<file path="src/rtl/core/fqrd_pkg.sv">
// Package: shared types and constants of the FASTQ record deframer.
`timescale 1ns / 1ps

package fqrd_pkg;

  // Width of the sequence line counter
  localparam int unsigned LineCountBits = 16;

  // Stream characters
  localparam logic [7:0] ChNewline = 8'h0A;
  localparam logic [7:0] ChPlus    = 8'h2B;

  // Section codes as seen on the result channel
  localparam logic [1:0] SecHeader = 2'd0;
  localparam logic [1:0] SecSeq    = 2'd1;
  localparam logic [1:0] SecSpacer = 2'd2;
  localparam logic [1:0] SecQual   = 2'd3;

  // Status codes
  localparam logic [1:0] StRun   = 2'd0;
  localparam logic [1:0] StClean = 2'd1;
  localparam logic [1:0] StTrunc = 2'd2;

  // Record parsing phase, one-hot
  typedef enum logic [3:0] {
    PH_HEADER = 4'b0001,
    PH_SEQ    = 4'b0010,
    PH_SPACER = 4'b0100,
    PH_QUAL   = 4'b1000
  } phase_t;

  typedef logic [LineCountBits-1:0] line_cnt_t;

  // Result sideband fields
  typedef struct packed {
    logic [1:0] status;
    logic [1:0] section;
    logic       byte_valid;
  } out_user_t;

  // Section code of a phase
  function automatic logic [1:0] phase_to_sec(input phase_t ph);
    logic [1:0] sec;
    case (ph)
      PH_HEADER: sec = SecHeader;
      PH_SEQ:    sec = SecSeq;
      PH_SPACER: sec = SecSpacer;
      PH_QUAL:   sec = SecQual;
      default:   sec = SecHeader;
    endcase
    return sec;
  endfunction

endpackage

</file>
<file path="src/rtl/core/fastq_record_deframer_unit.sv">
// The result of an accepted input transaction is on the output in the next cycle.
// Throughput: one transaction per cycle; the single output register refills in the cycle
// it is taken, so in_tready follows out_tready while a result is held.
// Reset (rst_n low, synchronous): phase to header, line count and record flag cleared,
// copy_enable cleared, output register emptied.
// End-of-stream transactions return the parser to its reset state; copy_enable is kept.
`timescale 1ns / 1ps

module fastq_record_deframer_unit (
  input  logic       clk,
  input  logic       rst_n,
  // Configuration
  input  logic       cfg_we,
  input  logic       cfg_wdata,
  // Input stream
  input  logic       in_tvalid,
  output logic       in_tready,
  input  logic [7:0] in_tdata,    // [7:0] data_byte
  input  logic       in_tuser,    // [0] end_marker
  // Result stream
  output logic       out_tvalid,
  input  logic       out_tready,
  output logic [7:0] out_tdata,   // [7:0] out_byte
  output logic [4:0] out_tuser,   // [0] out_valid, [2:1] section, [4:3] status
  output logic       out_tlast    // record_end
);

  // Parser state
  fqrd_pkg::phase_t    phase_r, phase_nxt;
  fqrd_pkg::line_cnt_t lines_left_r, lines_left_nxt;
  logic                in_record_r, in_record_nxt;
  logic                copy_en_r;

  // Output register
  logic                 out_vld_r;
  logic [7:0]           out_byte_r, out_byte_nxt;
  fqrd_pkg::out_user_t  out_user_r, out_user_nxt;
  logic                 out_last_r, out_last_nxt;

  logic                 in_fire;
  logic                 is_nl;
  logic                 is_plus;
  fqrd_pkg::line_cnt_t  qual_dec;

  assign in_tready = !out_vld_r || out_tready;
  assign in_fire   = in_tvalid && in_tready;
  assign is_nl     = (in_tdata == fqrd_pkg::ChNewline);
  assign is_plus   = (in_tdata == fqrd_pkg::ChPlus);
  assign qual_dec  = (lines_left_r != '0) ? lines_left_r - 1'b1 : '0;

  // Next parser state and result for the current transaction
  always_comb begin
    phase_nxt      = phase_r;
    lines_left_nxt = lines_left_r;
    in_record_nxt  = in_record_r;
    out_byte_nxt   = in_tdata;
    out_last_nxt   = 1'b0;
    out_user_nxt.byte_valid = copy_en_r;
    out_user_nxt.section    = fqrd_pkg::phase_to_sec(phase_r);
    out_user_nxt.status     = fqrd_pkg::StRun;

    if (in_tuser) begin
      // End of stream: report and return to reset state
      out_byte_nxt            = '0;
      out_user_nxt.byte_valid = 1'b0;
      if (!in_record_r ||
          (phase_r == fqrd_pkg::PH_QUAL && lines_left_r <= fqrd_pkg::line_cnt_t'(1))) begin
        out_user_nxt.status = fqrd_pkg::StClean;
      end else begin
        out_user_nxt.status = fqrd_pkg::StTrunc;
      end
      phase_nxt      = fqrd_pkg::PH_HEADER;
      lines_left_nxt = '0;
      in_record_nxt  = 1'b0;
    end else begin
      in_record_nxt = 1'b1;
      case (phase_r)
        fqrd_pkg::PH_HEADER: begin
          if (is_nl) phase_nxt = fqrd_pkg::PH_SEQ;
        end
        fqrd_pkg::PH_SEQ: begin
          if (is_plus) begin
            // '+' ends the sequence wherever it stands; tagged as spacer
            out_user_nxt.section = fqrd_pkg::SecSpacer;
            phase_nxt            = fqrd_pkg::PH_SPACER;
          end else if (is_nl && lines_left_r != '1) begin
            lines_left_nxt = lines_left_r + 1'b1;
          end
        end
        fqrd_pkg::PH_SPACER: begin
          if (is_nl) begin
            if (lines_left_r == '0) begin
              // No sequence lines: spacer newline closes the record
              out_last_nxt   = 1'b1;
              phase_nxt      = fqrd_pkg::PH_HEADER;
              in_record_nxt  = 1'b0;
            end else begin
              phase_nxt = fqrd_pkg::PH_QUAL;
            end
          end
        end
        fqrd_pkg::PH_QUAL: begin
          if (is_nl) begin
            lines_left_nxt = qual_dec;
            if (qual_dec == '0) begin
              out_last_nxt  = 1'b1;
              phase_nxt     = fqrd_pkg::PH_HEADER;
              in_record_nxt = 1'b0;
            end
          end
        end
        default: begin
          phase_nxt = fqrd_pkg::PH_HEADER;
        end
      endcase
    end
  end

  // Control registers
  always_ff @(posedge clk) begin
    if (!rst_n) begin
      phase_r      <= fqrd_pkg::PH_HEADER;
      lines_left_r <= '0;
      in_record_r  <= 1'b0;
      copy_en_r    <= 1'b0;
      out_vld_r    <= 1'b0;
    end else begin
      if (cfg_we) copy_en_r <= cfg_wdata;
      if (in_fire) begin
        phase_r      <= phase_nxt;
        lines_left_r <= lines_left_nxt;
        in_record_r  <= in_record_nxt;
        out_vld_r    <= 1'b1;
      end else if (out_tready) begin
        out_vld_r <= 1'b0;
      end
    end
  end

  // Result payload
  always_ff @(posedge clk) begin
    if (in_fire) begin
      out_byte_r <= out_byte_nxt;
      out_user_r <= out_user_nxt;
      out_last_r <= out_last_nxt;
    end
  end

  assign out_tvalid = out_vld_r;
  assign out_tdata  = out_byte_r;
  assign out_tuser  = out_user_r;
  assign out_tlast  = out_last_r;

endmodule

</file>
<file path="config.mk">
export PLATFORM = sky130hd
export DESIGN_NAME = fastq_record_deframer_unit
export DESIGN_NICKNAME = d
export VERILOG_FILES = /design/src/rtl/core/fqrd_pkg.sv /design/src/rtl/core/fastq_record_deframer_unit.sv
export SDC_FILE = /design/constraint.sdc
export NUM_CORES = 1
export LEC_CHECK = 0
export BUFFER_PORTS_ARGS = -buffer_cell sky130_fd_sc_hd__buf_4
export CAP_MARGIN = 20
export CORE_ASPECT_RATIO = 0.75
export CORE_UTILIZATION = 35
export CTS_BUF_LIST = sky130_fd_sc_hd__clkbuf_8
export DETAILED_ROUTE_END_ITERATION = 10
export GPL_TIMING_DRIVEN = 1
export SETUP_SLACK_MARGIN = 0.02
export SYNTH_ARGS = -nofsm -noshare
export SYNTH_HDL_FRONTEND = slang
export SYNTH_SLANG_ARGS = --single-unit
</file>
<file path="constraint.sdc">
create_clock -name clk -period 2.7 [get_ports clk]
set_input_delay 0.27 -clock clk [delete_from_list [all_inputs] [get_ports clk]]
set_output_delay 0.27 -clock clk [all_outputs]
set_load 0.05 [all_outputs]
</file>
==> flow_metrics.env, run 1 <==
export IMPL_cts_clk_slew_worst_paths_ns=0.09
export IMPL_yosys_mux_area_fraction=0.0108
export IMPL_design_die_area_mm2=0.00830
export IMPL_max_slew_margin_rel=0.509
export IMPL_grt_antenna_before_repair=0
export IMPL_ff_latch_area_um2=881
export IMPL_layout_cell_area_non_filler_mm2=0.00329
export IMPL_cts_buffers_inserted=5
export IMPL_overall_die_height_um=79.2
export IMPL_reg2reg_from="lines_left_r[1]"
export IMPL_arrival_ns=2.75
export IMPL_clkLatencyLatePin_ns=0.31
export IMPL_internal_power_mw=0.951
export IMPL_hold_path_class="in2reg"
export IMPL_grt_pass1_vias=2685
export IMPL_overall_overflow_remaining_after_global_route=0
export IMPL_buffer_ports_inserted=30
export IMPL_final_min_period_over_clock_period=0.942
export IMPL_post_place_ws_ns=0.170
export IMPL_placeableCoreArea_mm2=0.00750
export IMPL_share_clk_of_total_power=0.381
export IMPL_postLayoutSetupSlackWorst_ns=0.158
export IMPL_post_drt_via_cell_ratio=6.20
export IMPL_ant_cells=0
export IMPL_min_period_ns=2.54
export IMPL_dr_first_iter_drc_count=365
export IMPL_status="finished clean"
export IMPL_hpwl_um=6330
export IMPL_max_cap_violations=0
export IMPL_ys_types=70
export IMPL_synth_net_count=363
export IMPL_critical_register_to_register_path_endpoint="in_record_r"
export IMPL_maximum_clock_frequency_ghz=0.393
export IMPL_worst_r2r_path_depth=8
export IMPL_min_from="in_tvalid"
export IMPL_multi_input_area_mm2=0.00173
export IMPL_grt_util_all_layers=0.221
export IMPL_power_switching_share=0.289
export IMPL_yosys_register_bits=37
export IMPL_cts_buffer_depth=2
export IMPL_floorplan_rows=27
export IMPL_post_layout_total_power_mw=1.34
export IMPL_setup_viol=0
export IMPL_grt_setup_unrepaired="false"
export IMPL_finish_utilization=0.438
export IMPL_share_of_layout_cells_above_drive_strength_1=0.212
export IMPL_path_class="reg2reg"
export IMPL_avgSynthCellArea_um2=8.08
export IMPL_yosys_top_cells_area="sky130_fd_sc_hd__dfxtp_1 17%, sky130_fd_sc_hd__edfxtp_1 15%, sky130_fd_sc_hd__nand3_1 4.5%"
export IMPL_wirelength_um=8810
export IMPL_synth_adder_area_share=0.0180
export IMPL_drc=0
export IMPL_die_w_um=105
export IMPL_synthesized_area_fraction_occupied_by_and_or_nand_nor_cells=0.345
export IMPL_ys_flop_type="sky130_fd_sc_hd__dfxtp_1"
export IMPL_grt_first_pass_wirelength_um=14400
export IMPL_i_o_pin_total=31
export IMPL_timing_setup_tns_ns=0
export IMPL_nets=391
export IMPL_synthDominantAreaCellType="sky130_fd_sc_hd__dfxtp_1"
export IMPL_tightest_slew_ns=0.737
export IMPL_final_cell_mix="53 x sky130_fd_sc_hd__buf_4, 32 x sky130_fd_sc_hd__nor2_1, 25 x sky130_fd_sc_hd__nand3_1, 23 x sky130_fd_sc_hd__dfxtp_1, 18 x sky130_fd_sc_hd__a21oi_1"
export IMPL_wl_per_cell_um=18.6
export IMPL_synth_sequential_area_ratio=0.317
export IMPL_crit_path_start_kind="register"
export IMPL_report_final_slew_viol_count=0
export IMPL_setup_worst_path_start="lines_left_r[1]"
export IMPL_synthXorXnorAreaFrac=0.0126
export IMPL_final_fill_count=772
export IMPL_critPathCaptureType="register"
export IMPL_netSwitchingPower_mw=0.387
export IMPL_final_hold_viol_count=0
export IMPL_r2r_setup_slack_ns=0.16
export IMPL_yosysWarningCount=0
export IMPL_timing_clock_skew_ns=0.00872
export IMPL_synth_compound_area_frac=0.231
export IMPL_htree_num_levels=2
export IMPL_seqPwrFrac=0.456
export IMPL_tritoncts_clock_tree="done"
export IMPL_cp_data_required_time_ns=2.91
export IMPL_grt_start_max_net_pins=30
export IMPL_critical_path_peak_fanout=6
export IMPL_netlist_area_mm2=0.00278
export IMPL_power_combinational_fraction=0.163
export IMPL_layout_commonest_cell="sky130_fd_sc_hd__buf_4"
export IMPL_initial_utilization=0.371
export IMPL_drt_pass1_iterations=5
export IMPL_synth_top_family_by_area="simple AND/OR/NAND/NOR gates"
export IMPL_synthesis_instances=344
export IMPL_synth_edf_count=14
export IMPL_power_density_mw_per_mm2=407
export IMPL_cts_root_buf="sky130_fd_sc_hd__clkbuf_8"
export IMPL_cts_num_sinks=37
export IMPL_placed_cell_area_mm2=0.00316
export IMPL_gpl_final_weighted_congestion=0.949
export IMPL_hold_path_cell_count=3
export IMPL_synth_top_cell_area_share=0.166
export IMPL_antenna_violating_nets_post_route=0
export IMPL_whs_endpoint="out_tvalid"
export IMPL_irDropWorstVdd_mv=0.240
export IMPL_ys_async_sr_fraction=0
export IMPL_area_growth_syn_to_layout_pct=18.2
export IMPL_vias=2941
export IMPL_leakagePower_nw=1.23
==> state kept, by name, indices dropped and copies added, names as in the netlist <==
register,flops
out_tlast,1
out_tvalid,1
in_record_r,1
lines_left_r,16
out_tdata,8
out_tuser,5
phase_r,4
copy_en_r,1
==> layer usage <==
metal	vias up	global-route usage	routed length, um
met4	0	0.0718	148
met1	1394	0.330	4180
met3	16	0.0452	941
li1	1364	-	-
met5	-	0	0
met2	167	0.314	3540
==> cell type report <==
cell class              count  share of cell area
multi-input cells         265               0.526
inverters                  10              0.0114
clock inverters             3              0.0141
clock buffers               5              0.0209
flip-flops and latches     37               0.268
well taps                 101              0.0385
repair buffers             53               0.121
==> repair_timing <==
item | 4_1_cts | 5_1_grt
endpoints found under the setup margin | 0 | 3
resized for setup | 0 | 3
hold buffers | 0 | 0
setup buffers | 0 | 0
==> cell usage after synthesis, drive strengths merged, types with 3 or more instances <==
cell     n
nor2    32
nand3   25
dfxtp   23
clkbuf  21
a21oi   18
nand2   16
edfxtp  14
nor2b   13
o21ai   13
buf     11
inv     10
nand2b   9
nand4    9
nor3     9
or3      9
and3     7
nor4     7
o211ai   7
o31ai    7
or4      6
a221oi   4
and2     4
ha       4
nor4b    4
a21boi   3
a21o     3
mux2i    3
nor3b    3
o22ai    3
o32ai    3
==> power groups by stage <==
stage	sequential (mW)	combinational (mW)	clock [mW]
3_5_place_dp	0.623	0.214	0
2_1_floorplan	0.666	0.0944	0
5_1_grt	0.612	0.233	0.544
3_3_place_gp	0.622	0.213	0
4_1_cts	0.610	0.215	0.523
6_report	0.610	0.218	0.510
==> through the flow <==
step	hold WS, ns	std cells
after floorplan	0.409	344
after global placement	0.500	466
after detailed placement	0.514	466
after CTS	0.232	474
after global routing	0.237	474
final	0.231	474
==> worst max path at each step <==
stage / slack (ns) / end / depth (start not counted)
final: 0.16 / in_record_r / 8
after global routing: 0.04 / in_record_r / 8
after global placement: 0.17 / lines_left_r[8] / 7
after floorplan: 0.11 / in_record_r / 10
after detailed placement: 0.17 / lines_left_r[9] / 7
after CTS: 0.14 / lines_left_r[8] / 7
==> critical path: stages, from the launching register on <==
cell and delay [ns]:
sky130_fd_sc_hd__dfxtp_1 0.45, sky130_fd_sc_hd__inv_1 0.13, sky130_fd_sc_hd__ha_1 0.34, sky130_fd_sc_hd__nor4bb_1 0.34, sky130_fd_sc_hd__nand3_1 0.12, sky130_fd_sc_hd__or3_1 0.36, sky130_fd_sc_hd__a2111oi_2 0.29, sky130_fd_sc_hd__a31oi_1 0.16
sky130_fd_sc_hd__a32o_1 0.24
==> kinds of logic after synthesis <==
family / after synthesis
compound gates: 88
fa+ha+maj: 4
flops: 37
xor+xnor: 4
simple gates: 166
buf+inv: 42
mux: 3
Note: power is estimated with default switching activity, not from simulation.
==> inputs of run 2 (changes only) <==
- clock period: 2.7 -> 2.4 ns (I/O delays scaled with it)
==> run 2 against run 1 <==
Net effect: wire length is 10% higher; via count rose by 3.7%; clock-buffer cell count unchanged; total power is 6.0% higher; highest routed layer unchanged.
==> flow_metrics.env, run 2 (synthesized netlist as in run 1, its figures left out) <==
export IMPL_post_drt_via_cell_ratio=6.03
export IMPL_clkLatencyLatePin_ns=0.30
export IMPL_layout_commonest_cell="sky130_fd_sc_hd__buf_4"
export IMPL_worst_r2r_path_depth=7
export IMPL_grt_first_pass_wirelength_um=15200
export IMPL_placeableCoreArea_mm2=0.00750
export IMPL_grt_antenna_before_repair=0
export IMPL_internal_power_mw=0.987
export IMPL_final_hold_viol_count=0
export IMPL_buffer_ports_inserted=30
export IMPL_area_growth_syn_to_layout_pct=30.9
export IMPL_irDropWorstVdd_mv=0.236
export IMPL_drc=0
export IMPL_share_clk_of_total_power=0.313
export IMPL_most_flop_heavy_register="lines_left_r"
export IMPL_reg2reg_from="lines_left_r[0]"
export IMPL_power_switching_share=0.304
export IMPL_critical_register_to_register_path_endpoint="in_record_r"
export IMPL_max_slew_margin_rel=0.662
export IMPL_power_combinational_fraction=0.204
export IMPL_floorplan_rows=27
export IMPL_design_die_area_mm2=0.00830
export IMPL_overall_die_height_um=79.2
export IMPL_report_final_slew_viol_count=0
export IMPL_netSwitchingPower_mw=0.431
export IMPL_cp_data_required_time_ns=2.59
export IMPL_final_cell_mix="81 x sky130_fd_sc_hd__buf_4, 31 x sky130_fd_sc_hd__nor2_1, 25 x sky130_fd_sc_hd__nand3_1, 21 x sky130_fd_sc_hd__dfxtp_1, 18 x sky130_fd_sc_hd__a21oi_1"
export IMPL_buffering_stage_count_on_the_worst_path_with_inverters_included=1
export IMPL_tritoncts_clock_tree="done"
export IMPL_seqPwrFrac=0.483
export IMPL_die_w_um=105
export IMPL_max_cap_violations=0
export IMPL_setup_viol=0
export IMPL_post_cts_hold_buffer_count=0
export IMPL_critical_path_peak_fanout=5
export IMPL_vias=3050
export IMPL_dr_wl_met2_um=3990
export IMPL_setup_worst_path_start="lines_left_r[0]"
export IMPL_grt_pass1_vias=2756
export IMPL_status="finished clean"
export IMPL_timing_critical_path_cells="buf_4 -> or4_1 -> o32ai_1 -> o21ai_1 -> a2111oi_2 -> a31oi_1 -> a32o_1"
export IMPL_cts_clk_slew_worst_paths_ns=0.08
export IMPL_met1Wirelength_um=4460
export IMPL_timing_clock_skew_ns=0.00503
export IMPL_min_period_ns=2.35
export IMPL_initial_utilization=0.371
export IMPL_drt_pass1_iterations=5
export IMPL_wirelength_um=9730
export IMPL_overall_overflow_remaining_after_global_route=0
export IMPL_hold_path_class="in2reg"
export IMPL_post_place_ws_ns=-0.0109
export IMPL_leakagePower_nw=1.42
export IMPL_grt_start_max_net_pins=30
export IMPL_wl_per_cell_um=19.2
export IMPL_grt_util_all_layers=0.239
export IMPL_met3RoutedLength_um=1140
export IMPL_crit_path_start_kind="register"
export IMPL_postLayoutSetupSlackWorst_ns=0.0533
export IMPL_worst_path_max_delay_cell="sky130_fd_sc_hd__or4_1"
export IMPL_i_o_pin_total=31
export IMPL_number_of_gates_on_the_worst_path_with_buffers_counted=7
export IMPL_dr_first_iter_drc_count=372
export IMPL_cts_buffers_inserted=5
export IMPL_maxUsedRoutingLayer="met4"
export IMPL_cp_top_family="compound AO/OA/AOI/OAI gates"
export IMPL_antenna_violating_nets_post_route=0
export IMPL_cts_buffer_depth=2
export IMPL_cts_num_sinks=37
export IMPL_gpl_final_weighted_congestion=0.928
export IMPL_r2r_setup_slack_ns=0.05
export IMPL_setup_worst_path_end="in_record_r"
export IMPL_cts_root_buf="sky130_fd_sc_hd__clkbuf_8"
export IMPL_worst_path_largest_cell_delay_ns=0.54
export IMPL_ant_cells=0
export IMPL_htree_num_levels=2
export IMPL_final_min_period_over_clock_period=0.978
export IMPL_final_fill_count=770
export IMPL_grt_setup_unrepaired="false"
export IMPL_flip_flop_count_of_the_largest_register_all_copies_and_words_added=16
export IMPL_critPathCaptureType="register"
export IMPL_share_of_layout_cells_above_drive_strength_1=0.304
export IMPL_hpwl_um=6870
export IMPL_path_class="reg2reg"
export IMPL_nets=423
export IMPL_timing_setup_tns_ns=0
export IMPL_maximum_clock_frequency_ghz=0.426
export IMPL_tightest_slew_ns=0.506
export IMPL_power_density_mw_per_mm2=390
export IMPL_arrival_ns=2.54
-- run 2: metal layers --
layer,vias to the layer above,global-route usage
met5,-,0
met4,0,0.0662
met3,19,0.0525
met2,177,0.335
met1,1430,0.359
li1,1424,-
-- run 2: worst register-to-register path: stages, from the launching register on --
cell                        delay, ns
sky130_fd_sc_hd__dfxtp_4         0.37
sky130_fd_sc_hd__buf_4           0.15
sky130_fd_sc_hd__or4_1           0.55
sky130_fd_sc_hd__o32ai_1         0.33
sky130_fd_sc_hd__o21ai_1         0.12
sky130_fd_sc_hd__a2111oi_2       0.33
sky130_fd_sc_hd__a31oi_1         0.16
sky130_fd_sc_hd__a32o_1          0.22
-- run 2: what timing repair did --
| item | CTS | global route |
|---|---|---|
| resized for setup | 2 | 18 |
| pin swaps | 0 | 2 |
| setup buffers | 0 | 6 |
| cloned | 0 | 1 |
| setup endpoints to repair | 3 | 10 |
-- run 2: how the worst min path moves through the flow --
| stage | cells past startpoint | from | slack [ns] | to |
|---|---|---|---|---|
| 2_1_floorplan | 2 | in_tvalid | 0.38 | out_tvalid |
| 3_3_place_gp | 3 | in_tvalid | 0.51 | out_tvalid |
| 3_5_place_dp | 2 | copy_en_r | 0.51 | copy_en_r |
| 4_1_cts | 3 | cfg_wdata | 0.20 | copy_en_r |
| 5_1_grt | 3 | cfg_wdata | 0.20 | copy_en_r |
| 6_report | 3 | cfg_wdata | 0.20 | copy_en_r |
-- run 2: layout make-up --
class / instances / area, um^2 / share of cell area
clock buffers: 5 / 68.8 / 0.0189
clock inverters: 3 / 17.5 / 0.00482
inverters: 10 / 45.0 / 0.0124
multi-input cells: 265 / 1810 / 0.497
flip-flops and latches: 37 / 888 / 0.244
well taps: 101 / 126 / 0.0347
repair buffers: 85 / 684 / 0.188
-- run 2: per-stage QoR --
stage                     cell area (um^2)  std cells   util  hold WS (ns)  total power, mW
after floorplan                       2820        344      -         0.379            0.861
after global placement                3390        491  0.452         0.508            0.963
after detailed placement              3390        491  0.452         0.510            0.965
after CTS                             3480        499  0.465         0.204             1.41
after global routing                  3640        506  0.485         0.200             1.48
final                                 3640        506  0.485         0.203             1.42
-- run 2: power by group through the flow --
| stage | sequential, mW | clock, mW | combinational [mW] |
|---|---|---|---|
| after CTS | 0.687 | 0.459 | 0.264 |
| after floorplan | 0.749 | 0 | 0.112 |
| after detailed placement | 0.701 | 0 | 0.263 |
| after global placement | 0.701 | 0 | 0.263 |
| final | 0.685 | 0.445 | 0.289 |
| after global routing | 0.688 | 0.487 | 0.307 |
